===== config.mk =====
export PLATFORM = sky130hd
export DESIGN_NAME = line_rasterizer_unit
export DESIGN_NICKNAME = d
export VERILOG_FILES = /design/src/hw/rtl/lr_pkg.sv /design/src/hw/rtl/line_rasterizer_unit.sv /design/src/hw/rtl/lr_front.sv /design/src/hw/rtl/lr_queue.sv /design/src/hw/rtl/lr_back.sv
export SDC_FILE = /design/constraint.sdc
export NUM_CORES = 1
export LEC_CHECK = 0
export ABC_AREA = 1
export ABC_CLOCK_PERIOD_IN_PS = 6850
export BUFFER_PORTS_ARGS = -buffer_cell sky130_fd_sc_hd__buf_2
export CORE_UTILIZATION = 55
export CTS_CLUSTER_SIZE = 10
export DETAILED_ROUTE_END_ITERATION = 8
export GPL_ROUTABILITY_DRIVEN = 0
export PLACE_DENSITY = 0.72
export REMOVE_ABC_BUFFERS = 1
export SLEW_MARGIN = 10
export SYNTH_ARGS = -nofsm -noshare
export SYNTH_HDL_FRONTEND = slang
export SYNTH_SLANG_ARGS = --single-unit

===== constraint.sdc =====
create_clock -name clk -period 6.85 [get_ports clk]
set_input_delay 1.0275 -clock clk [delete_from_list [all_inputs] [get_ports clk]]
set_output_delay 1.0275 -clock clk [all_outputs]
set_load 0.1 [all_outputs]

===== src/hw/rtl/lr_pkg.sv =====
// Shared constants, types and helpers of the line rasterizer.
package lr_pkg;

  // Default coordinate width: a 64 by 64 pixel tile.
  localparam int COORD_BITS_DEF = 6;

  // Entries in the line queue between front and back.
  localparam int QUEUE_DEPTH = 2;

  // Fill status of the line queue.
  typedef struct packed {
    logic full;
    logic empty;
  } q_stat_t;

  // Width of one packed line descriptor:
  // major start, minor start, major end (cb each), four flags,
  // doubled major and minor spans (cb+1 each), error term (cb+3).
  function automatic int desc_width(input int cb);
    return 6 * cb + 9;
  endfunction

endpackage


===== src/hw/rtl/line_rasterizer_unit.sv =====
// Top level of the Bresenham line rasterizer: front, line queue and back.
//
// Usage:
//   Input channel (in_valid / in_stall): one word carries the start and end
//   points of a line inside a 2^COORD_BITS square tile. A word is taken at a
//   rising edge with in_valid high and in_stall low.
//   Output channel (out_valid / out_stall): one word per pixel, start pixel
//   first, endpoint last with out_last_pixel set. A line yields
//   max(|dx|,|dy|)+1 words, at most 2^COORD_BITS.
//   Path: the endpoints of a line pass through the front's hold register
//   and a queue slot; its first pixel enters the output register from the
//   queue head when the back is idle.
//   Throughput: one pixel per cycle while out_stall is low; the back stepper,
//   which advances the error term once per unstalled cycle, sets this rate.
//   The front holds one classified line and the queue holds QUEUE_DEPTH more,
//   so new lines are taken while the back still draws an earlier one.
//   Reset (rst_n low, synchronous) drops every queued line and clears both
//   valids; in_stall is low after reset.
//   When the receiver stalls, the output word holds and the back pauses;
//   once the queue and front fill up, in_stall rises.
module line_rasterizer_unit #(
  parameter int COORD_BITS = lr_pkg::COORD_BITS_DEF
) (
  input  logic                  clk,
  input  logic                  rst_n,
  input  logic                  in_valid,
  output logic                  in_stall,
  input  logic [COORD_BITS-1:0] in_start_x,
  input  logic [COORD_BITS-1:0] in_start_y,
  input  logic [COORD_BITS-1:0] in_end_x,
  input  logic [COORD_BITS-1:0] in_end_y,
  output logic                  out_valid,
  input  logic                  out_stall,
  output logic [COORD_BITS-1:0] out_pixel_x,
  output logic [COORD_BITS-1:0] out_pixel_y,
  output logic                  out_last_pixel
);

  // Packed descriptor width follows the coordinate width.
  localparam int DESC_W = lr_pkg::desc_width(COORD_BITS);

  logic              push;
  logic [DESC_W-1:0] push_data;
  logic              pop;
  logic [DESC_W-1:0] pop_data;
  lr_pkg::q_stat_t   q_stat;

  // Classify: major axis, step directions, doubled spans, initial error.
  lr_front #(
    .COORD_BITS (COORD_BITS),
    .DESC_W     (DESC_W)
  ) u_front (
    .clk        (clk),
    .rst_n      (rst_n),
    .in_valid   (in_valid),
    .in_stall   (in_stall),
    .in_start_x (in_start_x),
    .in_start_y (in_start_y),
    .in_end_x   (in_end_x),
    .in_end_y   (in_end_y),
    .push       (push),
    .push_data  (push_data),
    .q_stat     (q_stat)
  );

  // Decouple classification from drawing.
  lr_queue #(
    .WIDTH (DESC_W),
    .DEPTH (lr_pkg::QUEUE_DEPTH)
  ) u_queue (
    .clk       (clk),
    .rst_n     (rst_n),
    .push      (push),
    .push_data (push_data),
    .pop       (pop),
    .pop_data  (pop_data),
    .q_stat    (q_stat)
  );

  // Draw: one pixel per cycle into the output register while the receiver does not stall.
  lr_back #(
    .COORD_BITS (COORD_BITS),
    .DESC_W     (DESC_W)
  ) u_back (
    .clk            (clk),
    .rst_n          (rst_n),
    .pop_data       (pop_data),
    .q_stat         (q_stat),
    .pop            (pop),
    .out_valid      (out_valid),
    .out_stall      (out_stall),
    .out_pixel_x    (out_pixel_x),
    .out_pixel_y    (out_pixel_y),
    .out_last_pixel (out_last_pixel)
  );

endmodule


===== src/hw/rtl/lr_front.sv =====
// Front part: accepts endpoints and classifies them into a line descriptor.
module lr_front #(
  parameter int COORD_BITS = lr_pkg::COORD_BITS_DEF,
  parameter int DESC_W     = lr_pkg::desc_width(COORD_BITS)
) (
  input  logic                  clk,
  input  logic                  rst_n,
  input  logic                  in_valid,
  output logic                  in_stall,
  input  logic [COORD_BITS-1:0] in_start_x,
  input  logic [COORD_BITS-1:0] in_start_y,
  input  logic [COORD_BITS-1:0] in_end_x,
  input  logic [COORD_BITS-1:0] in_end_y,
  output logic                  push,
  output logic [DESC_W-1:0]     push_data,
  input  lr_pkg::q_stat_t       q_stat
);

  localparam int C = COORD_BITS;

  logic              hold_valid_r;
  logic              hold_valid_nxt;
  logic [DESC_W-1:0] desc_r;
  logic [DESC_W-1:0] desc_nxt;

  logic [C:0]   dx;
  logic [C:0]   dy;
  logic [C:0]   dx_abs;
  logic [C:0]   dy_abs;
  logic         x_major;
  logic [C-1:0] amaj;
  logic [C-1:0] amin;
  logic [C:0]   ddmaj;
  logic [C:0]   ddmin;
  logic [C+2:0] err0;
  logic         maj_neg;
  logic         min_neg;
  logic         min_zero;
  logic         accept;

  assign dx     = {1'b0, in_end_x} - {1'b0, in_start_x};
  assign dy     = {1'b0, in_end_y} - {1'b0, in_start_y};
  assign dx_abs = dx[C] ? (~dx + {{C{1'b0}}, 1'b1}) : dx;
  assign dy_abs = dy[C] ? (~dy + {{C{1'b0}}, 1'b1}) : dy;

  // Equal spans count as x-major.
  assign x_major  = dx_abs[C-1:0] >= dy_abs[C-1:0];
  assign amaj     = x_major ? dx_abs[C-1:0] : dy_abs[C-1:0];
  assign amin     = x_major ? dy_abs[C-1:0] : dx_abs[C-1:0];
  assign maj_neg  = x_major ? dx[C] : dy[C];
  assign min_neg  = x_major ? dy[C] : dx[C];
  assign min_zero = (amin == '0);
  assign ddmaj    = {amaj, 1'b0};
  assign ddmin    = {amin, 1'b0};
  assign err0     = {2'b00, ddmin} - {3'b000, amaj};

  assign in_stall = hold_valid_r && q_stat.full;
  assign accept   = in_valid && !in_stall;
  assign push     = hold_valid_r && !q_stat.full;
  assign push_data = desc_r;

  always_comb begin
    hold_valid_nxt = hold_valid_r;
    desc_nxt       = desc_r;
    if (push) begin
      hold_valid_nxt = 1'b0;
    end
    if (accept) begin
      hold_valid_nxt = 1'b1;
      desc_nxt = {
        (x_major ? in_start_x : in_start_y),
        (x_major ? in_start_y : in_start_x),
        (x_major ? in_end_x   : in_end_y),
        x_major, maj_neg, min_zero, min_neg,
        ddmaj, ddmin, err0
      };
    end
  end

  always_ff @(posedge clk) begin
    if (!rst_n) begin
      hold_valid_r <= 1'b0;
    end else begin
      hold_valid_r <= hold_valid_nxt;
    end
  end

  always_ff @(posedge clk) begin
    desc_r <= desc_nxt;
  end

endmodule


===== src/hw/rtl/lr_queue.sv =====
// Short register queue of line descriptors between front and back.
module lr_queue #(
  parameter int WIDTH = 8,
  parameter int DEPTH = lr_pkg::QUEUE_DEPTH
) (
  input  logic             clk,
  input  logic             rst_n,
  input  logic             push,
  input  logic [WIDTH-1:0] push_data,
  input  logic             pop,
  output logic [WIDTH-1:0] pop_data,
  output lr_pkg::q_stat_t  q_stat
);

  localparam int PTR_W = (DEPTH > 1) ? $clog2(DEPTH) : 1;
  localparam int CNT_W = $clog2(DEPTH + 1);
  localparam logic [PTR_W-1:0] PTR_LAST = PTR_W'(DEPTH - 1);
  localparam logic [PTR_W-1:0] PTR_ONE  = PTR_W'(1);
  localparam logic [CNT_W-1:0] CNT_FULL = CNT_W'(DEPTH);
  localparam logic [CNT_W-1:0] CNT_ONE  = CNT_W'(1);

  logic [WIDTH-1:0] slot_r [DEPTH];
  logic [PTR_W-1:0] wr_ptr_r;
  logic [PTR_W-1:0] wr_ptr_nxt;
  logic [PTR_W-1:0] rd_ptr_r;
  logic [PTR_W-1:0] rd_ptr_nxt;
  logic [CNT_W-1:0] cnt_r;
  logic [CNT_W-1:0] cnt_nxt;

  assign q_stat.full  = (cnt_r == CNT_FULL);
  assign q_stat.empty = (cnt_r == '0);
  assign pop_data     = slot_r[rd_ptr_r];

  always_comb begin
    wr_ptr_nxt = wr_ptr_r;
    rd_ptr_nxt = rd_ptr_r;
    cnt_nxt    = cnt_r;
    if (push) begin
      wr_ptr_nxt = (wr_ptr_r == PTR_LAST) ? '0 : wr_ptr_r + PTR_ONE;
    end
    if (pop) begin
      rd_ptr_nxt = (rd_ptr_r == PTR_LAST) ? '0 : rd_ptr_r + PTR_ONE;
    end
    if (push && !pop) begin
      cnt_nxt = cnt_r + CNT_ONE;
    end else if (pop && !push) begin
      cnt_nxt = cnt_r - CNT_ONE;
    end
  end

  always_ff @(posedge clk) begin
    if (!rst_n) begin
      wr_ptr_r <= '0;
      rd_ptr_r <= '0;
      cnt_r    <= '0;
    end else begin
      wr_ptr_r <= wr_ptr_nxt;
      rd_ptr_r <= rd_ptr_nxt;
      cnt_r    <= cnt_nxt;
    end
  end

  always_ff @(posedge clk) begin
    if (push) begin
      slot_r[wr_ptr_r] <= push_data;
    end
  end

endmodule


===== src/hw/rtl/lr_back.sv =====
// Back part: steps the Bresenham error term and emits one pixel per cycle unless the output stalls.
module lr_back #(
  parameter int COORD_BITS = lr_pkg::COORD_BITS_DEF,
  parameter int DESC_W     = lr_pkg::desc_width(COORD_BITS)
) (
  input  logic                  clk,
  input  logic                  rst_n,
  input  logic [DESC_W-1:0]     pop_data,
  input  lr_pkg::q_stat_t       q_stat,
  output logic                  pop,
  output logic                  out_valid,
  input  logic                  out_stall,
  output logic [COORD_BITS-1:0] out_pixel_x,
  output logic [COORD_BITS-1:0] out_pixel_y,
  output logic                  out_last_pixel
);

  localparam int C = COORD_BITS;
  localparam logic [C-1:0] ONE = C'(1);

  typedef enum logic [1:0] {
    ST_IDLE = 2'b01,
    ST_RUN  = 2'b10
  } bk_state_t;

  bk_state_t state_r;
  bk_state_t state_nxt;

  // Unpacked descriptor at the queue head.
  logic [C-1:0] d_maj;
  logic [C-1:0] d_min;
  logic [C-1:0] d_maj_end;
  logic         d_xmaj;
  logic         d_maj_neg;
  logic         d_min_zero;
  logic         d_min_neg;
  logic [C:0]   d_ddmaj;
  logic [C:0]   d_ddmin;
  logic [C+2:0] d_err;

  assign {d_maj, d_min, d_maj_end, d_xmaj, d_maj_neg, d_min_zero, d_min_neg,
          d_ddmaj, d_ddmin, d_err} = pop_data;

  logic [C-1:0] maj_r,     maj_nxt;
  logic [C-1:0] min_r,     min_nxt;
  logic [C-1:0] maj_end_r, maj_end_nxt;
  logic         xmaj_r,    xmaj_nxt;
  logic         maj_neg_r, maj_neg_nxt;
  logic         min_zero_r, min_zero_nxt;
  logic         min_neg_r, min_neg_nxt;
  logic [C:0]   ddmaj_r,   ddmaj_nxt;
  logic [C:0]   ddmin_r,   ddmin_nxt;
  logic [C+2:0] err_r,     err_nxt;

  logic         out_valid_r, out_valid_nxt;
  logic [C-1:0] out_x_r,     out_x_nxt;
  logic [C-1:0] out_y_r,     out_y_nxt;
  logic         out_last_r,  out_last_nxt;

  logic         slot_free;
  logic         step_min;
  logic [C+2:0] err_sub;
  logic [C+2:0] err_step;
  logic [C-1:0] maj_step;
  logic [C-1:0] min_step;
  logic         step_last;
  logic         load_last;

  assign slot_free = !out_valid_r || !out_stall;
  assign pop = (state_r == ST_IDLE) && !q_stat.empty && slot_free;

  // Step the minor axis on a positive error, or on a tie with a forward major step.
  assign step_min  = (!err_r[C+2] && (err_r != '0)) || ((err_r == '0) && !maj_neg_r);
  assign err_sub   = step_min ? (err_r - {2'b00, ddmaj_r}) : err_r;
  assign err_step  = err_sub + {2'b00, ddmin_r};
  assign maj_step  = maj_neg_r ? (maj_r - ONE) : (maj_r + ONE);
  assign min_step  = (!step_min || min_zero_r) ? min_r :
                     (min_neg_r ? (min_r - ONE) : (min_r + ONE));
  assign step_last = (maj_step == maj_end_r);
  assign load_last = (d_maj == d_maj_end);

  always_comb begin
    state_nxt     = state_r;
    maj_nxt       = maj_r;
    min_nxt       = min_r;
    maj_end_nxt   = maj_end_r;
    xmaj_nxt      = xmaj_r;
    maj_neg_nxt   = maj_neg_r;
    min_zero_nxt  = min_zero_r;
    min_neg_nxt   = min_neg_r;
    ddmaj_nxt     = ddmaj_r;
    ddmin_nxt     = ddmin_r;
    err_nxt       = err_r;
    out_valid_nxt = out_valid_r && out_stall;
    out_x_nxt     = out_x_r;
    out_y_nxt     = out_y_r;
    out_last_nxt  = out_last_r;
    case (state_r)
      ST_IDLE: begin
        if (pop) begin
          maj_nxt       = d_maj;
          min_nxt       = d_min;
          maj_end_nxt   = d_maj_end;
          xmaj_nxt      = d_xmaj;
          maj_neg_nxt   = d_maj_neg;
          min_zero_nxt  = d_min_zero;
          min_neg_nxt   = d_min_neg;
          ddmaj_nxt     = d_ddmaj;
          ddmin_nxt     = d_ddmin;
          err_nxt       = d_err;
          out_valid_nxt = 1'b1;
          out_x_nxt     = d_xmaj ? d_maj : d_min;
          out_y_nxt     = d_xmaj ? d_min : d_maj;
          out_last_nxt  = load_last;
          state_nxt     = load_last ? ST_IDLE : ST_RUN;
        end
      end
      ST_RUN: begin
        if (slot_free) begin
          maj_nxt       = maj_step;
          min_nxt       = min_step;
          err_nxt       = err_step;
          out_valid_nxt = 1'b1;
          out_x_nxt     = xmaj_r ? maj_step : min_step;
          out_y_nxt     = xmaj_r ? min_step : maj_step;
          out_last_nxt  = step_last;
          state_nxt     = step_last ? ST_IDLE : ST_RUN;
        end
      end
      default: begin
        state_nxt     = ST_IDLE;
        out_valid_nxt = 1'b0;
      end
    endcase
  end

  always_ff @(posedge clk) begin
    if (!rst_n) begin
      state_r     <= ST_IDLE;
      out_valid_r <= 1'b0;
    end else begin
      state_r     <= state_nxt;
      out_valid_r <= out_valid_nxt;
    end
  end

  always_ff @(posedge clk) begin
    maj_r      <= maj_nxt;
    min_r      <= min_nxt;
    maj_end_r  <= maj_end_nxt;
    xmaj_r     <= xmaj_nxt;
    maj_neg_r  <= maj_neg_nxt;
    min_zero_r <= min_zero_nxt;
    min_neg_r  <= min_neg_nxt;
    ddmaj_r    <= ddmaj_nxt;
    ddmin_r    <= ddmin_nxt;
    err_r      <= err_nxt;
    out_x_r    <= out_x_nxt;
    out_y_r    <= out_y_nxt;
    out_last_r <= out_last_nxt;
  end

  assign out_valid      = out_valid_r;
  assign out_pixel_x    = out_x_r;
  assign out_pixel_y    = out_y_r;
  assign out_last_pixel = out_last_r;

endmodule


# --- Word-level counts from Yosys, hierarchy flattened ---
# Memories as Yosys holds them, arrays and structs flattened. A register that Yosys moved wholly into a read port is not among the register bits.
# Index checks and enable logic that the tools add are counted.
word_totals:
  out_inout_bits: 15
  mem_bits_rw: 86
  register_bits: 109
  n_memories: 1
  wordCells: 132
  input_bits: 28
op_classes:
  eq_ne: 7
  addsub: 15
  bitwise: 2
  reduce_logical: 33
  mux: 53
  n_lt_le_gt_ge: 1
memory_table:
  columns: ["memory", "depth", "width", "rd", "rd_clocked_by_memory_dff", "write_ports", "line_no", "text"]
  rows:
  - ["u_queue.slot_r", 2, 43, 1, 1, 1, "lr_queue.sv:22", "logic [WIDTH-1:0] slot_r [DEPTH];"]
op_table:
  columns: ["operator", "n"]
  rows:
  - ["$mux W6", 22]
  - ["$pmux W6 S2", 4]
  - ["$mux W9", 3]
  - ["$add A6 B1 Y6 const B", 4]
  - ["$pmux W9 S2", 1]
  - ["$mux W1", 14]
  - ["$sub A6 B6 Y7", 2]
  - ["$eq A6 B6 Y1", 2]
  - ["$mux W2", 6]
  - ["$not A6 Y6", 2]
  - ["$sub A6 B1 Y6 const B", 2]
  - ["$logic_and A1 B1 Y1", 10]
  - ["$logic_not A1 Y1", 10]
  - ["$add A9 B7 Y9", 1]
  - ["$logic_not A9 Y1", 1]
  - ["$reduce_bool A9 Y1", 1]
  - ["$sub A9 B7 Y9", 1]
  - ["$sub A7 B6 Y8", 1]
  - ["$ge A6 B6 Y1", 1]
  - ["$logic_not A6 Y1", 1]
  - ["$reduce_bool A2 Y1", 3]
  - ["$eq A2 B2 Y1 const B", 2]
  - ["$pmux W1 S2", 2]
  - ["$pmux W2 S2", 1]
  - ["other kinds (10)", 14]

# --- Logic depth before layout (Yosys ltp) ---
logic_depth:
  word_depth: 9
  depth_mapped: 35
  depth_no_buf: 34

# --- Modules after synthesis ---
# Synthesis repeated with hierarchy kept, for this count alone.
unflattened:
  hier_cells: 1005
  hier_area_um2: 10692.8
by_module_without_submodules:
  columns: ["mod", "area_each_um2", "seq_area_each_um2", "cells_each", "n_inst"]
  rows:
  - ["lr_back", 4013.8, 1801.7, 481, 1]
  - ["lr_queue", 3678.5, 2802.7, 175, 1]
  - ["lr_front", 3000.4, 1251.2, 349, 1]

# --- Least setup slack after synthesis ---
# OpenSTA, ideal clock, no wires.
synth_path:
  kind: "input-to-reg"
  start: "in in_start_x[3]"
  end: "reg u_front.desc_r[6], in the netlist u_front.push_data[6], data pin"
  slack_ns: 1.773
  stages: 29
  arrival_ns: 4.825
  path_buffers: 2
  setup_ns: 0.253
  required_time_ns: 6.597
  cell_sequence: "inv_1 -> ha_1 -> a21oi_2 -> o21ai_1 -> nor2_2 -> inv_2 -> or2_1 -> xor2_1 -> clkinv_1 -> ha_1 -> nand2_1 -> nand2_1 -> nand2_1 -> nand2_1 -> a21oi_1 -> nand3_1 -> nand2_4 -> nand2_8 -> buf_12 -> inv_2 -> buf_2 -> nand2_1 -> o21ai_0 -> inv_1 -> fa_1 -> inv_1 -> nand3_1 -> nand4_1 -> nand2_1"
synth_between:
  elab_chain_len: 7
  elab_cells_between_ends: 8
  classes_between: "3 x add/sub; 1 x order compare; 3 x mux; 1 x bitwise"
synth_lines:
  columns: ["element", "line_no", "text"]
  rows:
  - ["start: declaration", "line_rasterizer_unit.sv:28", "input logic [COORD_BITS-1:0] in_start_x,"]
  - ["$sub A6 B6 Y7 *", "lr_front.sv:41", "assign dx = {1'b0, in_end_x} - {1'b0, in_start_x};"]
  - ["$not A6 Y6", "lr_front.sv:43", "assign dx_abs = dx[C] ? (~dx + {{C{1'b0}}, 1'b1}) : dx;"]
  - ["$add A6 B1 Y6", "lr_front.sv:43", null]
  - ["$mux W6 *", "lr_front.sv:43", null]
  - ["$ge A6 B6 Y1", "lr_front.sv:47", "assign x_major = dx_abs[C-1:0] >= dy_abs[C-1:0];"]
  - ["$mux W6 *", "lr_front.sv:48", "assign amaj = x_major ? dx_abs[C-1:0] : dy_abs[C-1:0];"]
  - ["via u_front.amaj[1]", "lr_front.sv:31", "logic [C-1:0] amaj;"]
  - ["$sub A7 B6 Y8 *", "lr_front.sv:55", "assign err0 = {2'b00, ddmin} - {3'b000, amaj};"]
  - ["via u_front.err0[6]", "lr_front.sv:35", "logic [C+2:0] err0;"]
  - ["end signal: assignment", "lr_front.sv:89", "desc_r <= desc_nxt;"]
  - ["end: declaration", "lr_front.sv:23", "logic [DESC_W-1:0] desc_r;"]
# Mark *: on every way through the listed nets, which the timed path passes. The rest lies on a longest branch.
# A chain may end at the register's enable or synchronous reset.

# --- Final worst setup path ---
layout_path:
  start: "in in_start_x[3]"
  end: "reg u_front.desc_r[5], in the netlist u_front.push_data[5], data pin"
layout_between:
  elab_chain_len: 7
  elab_cells_between_ends: 8
  classes_between: "3 x add/sub; 1 x order compare; 3 x mux; 1 x bitwise"
layout_lines:
  columns: ["element", "line_no", "text"]
  rows:
  - ["$sub A6 B6 Y7 *", "lr_front.sv:41", null]
  - ["$not A6 Y6", "lr_front.sv:43", null]
  - ["$add A6 B1 Y6", "lr_front.sv:43", null]
  - ["$mux W6 *", "lr_front.sv:43", null]
  - ["$ge A6 B6 Y1", "lr_front.sv:47", null]
  - ["$mux W6 *", "lr_front.sv:49", "assign amin = x_major ? dy_abs[C-1:0] : dx_abs[C-1:0];"]
  - ["via u_front.amin[1]", "lr_front.sv:32", "logic [C-1:0] amin;"]
  - ["$sub A7 B6 Y8 *", "lr_front.sv:55", null]
  - ["via u_front.err0[5]", "lr_front.sv:35", null]
# Marked as above.

==> impl_metrics.json <==
{
  "ant_nets": 0,
  "clk_latency_ps": 440,
  "ys_seq_area_share_pct": 57.1,
  "status": "finished, final reports clean",
  "cts_root_buf": "clkbuf_16",
  "p_leak_nw": 4.55,
  "dp_slack_ps": 1170,
  "reg2reg_from": "u_back.state_r[1]",
  "cts-htree-levels": 4,
  "fill_cells": 1393,
  "firstDrtPassIters": 5,
  "worstSetupPathType": "input port to flip-flop",
  "fin_tns_setup_ps": 0,
  "total_power_mw": 5.77,
  "max_freq_mhz": 191,
  "boundaryPins": 43,
  "io_buffer_count": 42,
  "setup_viol": 0,
  "postSynthCellCount": 966,
  "cts_hold_buf": 0,
  "critPathLaunchType": "input port",
  "fin_nets": 1089,
  "synthMuxAreaShare_pct": 0.720,
  "timing.slew.headroom_pct": 31.5,
  "synth_xor_area_share_pct": 3.03,
  "synth_compound_area_share_pct": 8.38,
  "antenna_found_initial": 0,
  "post_cts_resized": 0,
  "grt_max_degree": 47,
  "ys_warn_count": 0,
  "ys_types": 47,
  "final_common_cell": "nand2_1",
  "cp_max_fo": 45,
  "wl_per_cell_um": 14.4,
  "max-cap-violations": 0,
  "grt.total_usage_pct": 21.2,
  "skew_ps": 13.1,
  "hold_start": "u_front.push_data[24]",
  "post_cts_buffers": 0,
  "rsz0062_at_grt": "false",
  "grt_pass1_wl_um": 29600,
  "coreArea_mm2": 0.0173,
  "synth_area_mm2": 0.00973,
  "synth-edff-count": 179,
  "hold_viol": 0,
  "synth_async_sr_flop_share_pct": 0,
  "drc": 0,
  "cts_tree": "built",
  "synth_seq_cells": 188,
  "worstPathArrival_ps": 5420,
  "grt_pass1_vias": 6128,
  "synthAdderAreaFrac_pct": 7.22,
  "clk_pin_slew_ps": 80,
  "post-route-period-util_pct": 76.3,
  "place_hpwl_um": 12800,
  "tightest_slew_ps": 1030,
  "synth-simple-area-share_pct": 18.0,
  "fp.dieArea_mm2": 0.0182,
  "layout-drive-gt1-share_pct": 13.3,
  "synthFlopType": "edfxtp_1",
  "first_iter_violations": 531,
  "wl_um": 18000,
  "vias": 6501,
  "n_antenna_cell": 0,
  "startpoint": "in_start_x[3]",
  "rows": 48,
  "clock_path_buffers": 2,
  "utilization_pct": 62.5,
  "synth.avg_cell_area_um2": 10.1,
  "critPathRequiredTime_ps": 7050,
  "worstHoldPathType": "flip-flop to flip-flop",
  "grt-ovfl-total": 0,
  "cts-buffers-inserted": 17,
  "initial_utilization_pct": 56.3,
  "powerDensity_mw_per_mm2": 534,
  "slew_viol_final": 0,
  "chipWidth_um": 135,
  "period_needed_ps": 5220,
  "die_h_um": 135,
  "synth_top_family_by_area": "simple AND/OR/NAND/NOR gates",
  "ir_drop_mv": 0.346,
  "layout_common_cells": "252 x nand2_1, 179 x edfxtp_1, 107 x inv_1, 83 x o21ai_0, 50 x a21oi_1",
  "vias_per_cell": 5.21,
  "hold_ws_ps": 445,
  "syn_to_final_growth_pct": 11.0,
  "worst_slack_ps": 1630,
  "cp-end-kind": "flip-flop",
  "cts_sinks": 188
}
[through the flow]
| step | instance area (µm²) | instances |
|---|---|---|
| after CTS | 10800 | 1247 |
| after global routing | 10800 | 1247 |
| after detailed placement | 10200 | 1215 |
| after global placement | 10200 | 1215 |
| after floorplan | 9610 | 941 |
| final | 10800 | 1247 |
[critical path: stages]
cell and delay [ps]:
buf_2 90, inv_1 50, ha_1 380, a21oi_2 200
o21ai_1 100, nor2_2 270, inv_2 70, or2_1 220
xor2_1 190, clkinv_1 140, ha_1 300, nand2_1 60
nand2_1 50, nand2_1 50, nand2_1 40, a21oi_1 200
nand2b_2 310, nand2_8 190, inv_2 250, o21ai_0 180
ha_1 380, nand2_1 70, o21ai_1 250, nand2_1 80
nand3_1 90, nand2_1 50, nand2_1 60, nand2_1 40
[final timing paths]
check / depth (start not counted) / slack [ps] / to
max reg2reg: 13 / 3550 / u_back.state_r[0]
min reg2reg: 0 / 450 / u_queue.slot_r[1][22]
max: 28 / 1630 / u_front.push_data[5]
min: 0 / 450 / u_queue.slot_r[1][22]
[routing by layer]
layer	track usage [%]	vias to the layer above	share of wire, %
met4	6.62	0	1.2
met3	3.19	20	3.6
met5	0	-	0
met1	28.1	2989	47
met2	36.1	140	48
li1	-	3352	-
[flip-flops by register name, indices dropped and copies added, names as in the netlist, 2 cells and up, named ones only]
register            flops
u_back.ddmaj_r          6
u_back.out_pixel_x      6
u_back.out_pixel_y      6
u_back.state_r          2
u_back.maj_end_r        6
u_queue.cnt_r           2
u_back.min_r            6
u_queue.slot_r         82
u_back.maj_r            6
u_back.err_r            9
u_back.ddmin_r          6
u_front.push_data      41
[report_power, final]
group          total (mW)  internal (mW)  leakage [nW]  switching (mW)
clock               0.997          0.506         0.303           0.492
sequential           2.04           1.87          1.76           0.172
combinational        2.73          0.833          2.48            1.90
total                5.77           3.21          4.55            2.56
[final cells by class]
cell class | count | area (µm²) | area share (%)
Clock buffer | 17 | 425 | 3.94
Timing Repair Buffer | 49 | 263 | 2.43
Multi-Input combinational cell | 640 | 3660 | 33.8
Sequential cell | 188 | 5560 | 51.4
Tap cell | 225 | 282 | 2.60
Clock inverter | 15 | 201 | 1.86
Inverter | 113 | 424 | 3.92
[logic make-up after synthesis]
kind of cell | after synthesis
and+or+nand+nor | 395
muxes | 7
adders and majority gates | 52
DFF | 188
xor gates and xnor gates | 32
AOI/OAI and AO/OA | 154
buffers and inverters | 138
[Yosys cell counts, types with 5 or more instances]
master / instances / share of area [%]
nand2_1: 252 / 9.7
edfxtp_1: 179 / 55
inv_1: 107 / 4.1
o21ai_0: 83 / 4.3
a21oi_1: 50 / 2.6
ha_1: 45 / 5.8
nor2_1: 43 / 1.7
nand3_1: 39 / 2.0
clkbuf_1: 18 / 0.69
xor2_1: 16 / 1.4
nand2_2: 15 / 0.96
xnor2_1: 14 / 1.3
or2_2: 10 / 0.64
dfxtp_1: 9 / 1.9
fa_1: 7 / 1.4
mux2i_1: 7 / 0.72
nand4_1: 7 / 0.45
nand3_2: 6 / 0.62
nor3_1: 6 / 0.31
inv_2: 5 / 0.19
Note: power is estimated with default switching activity, not from simulation.
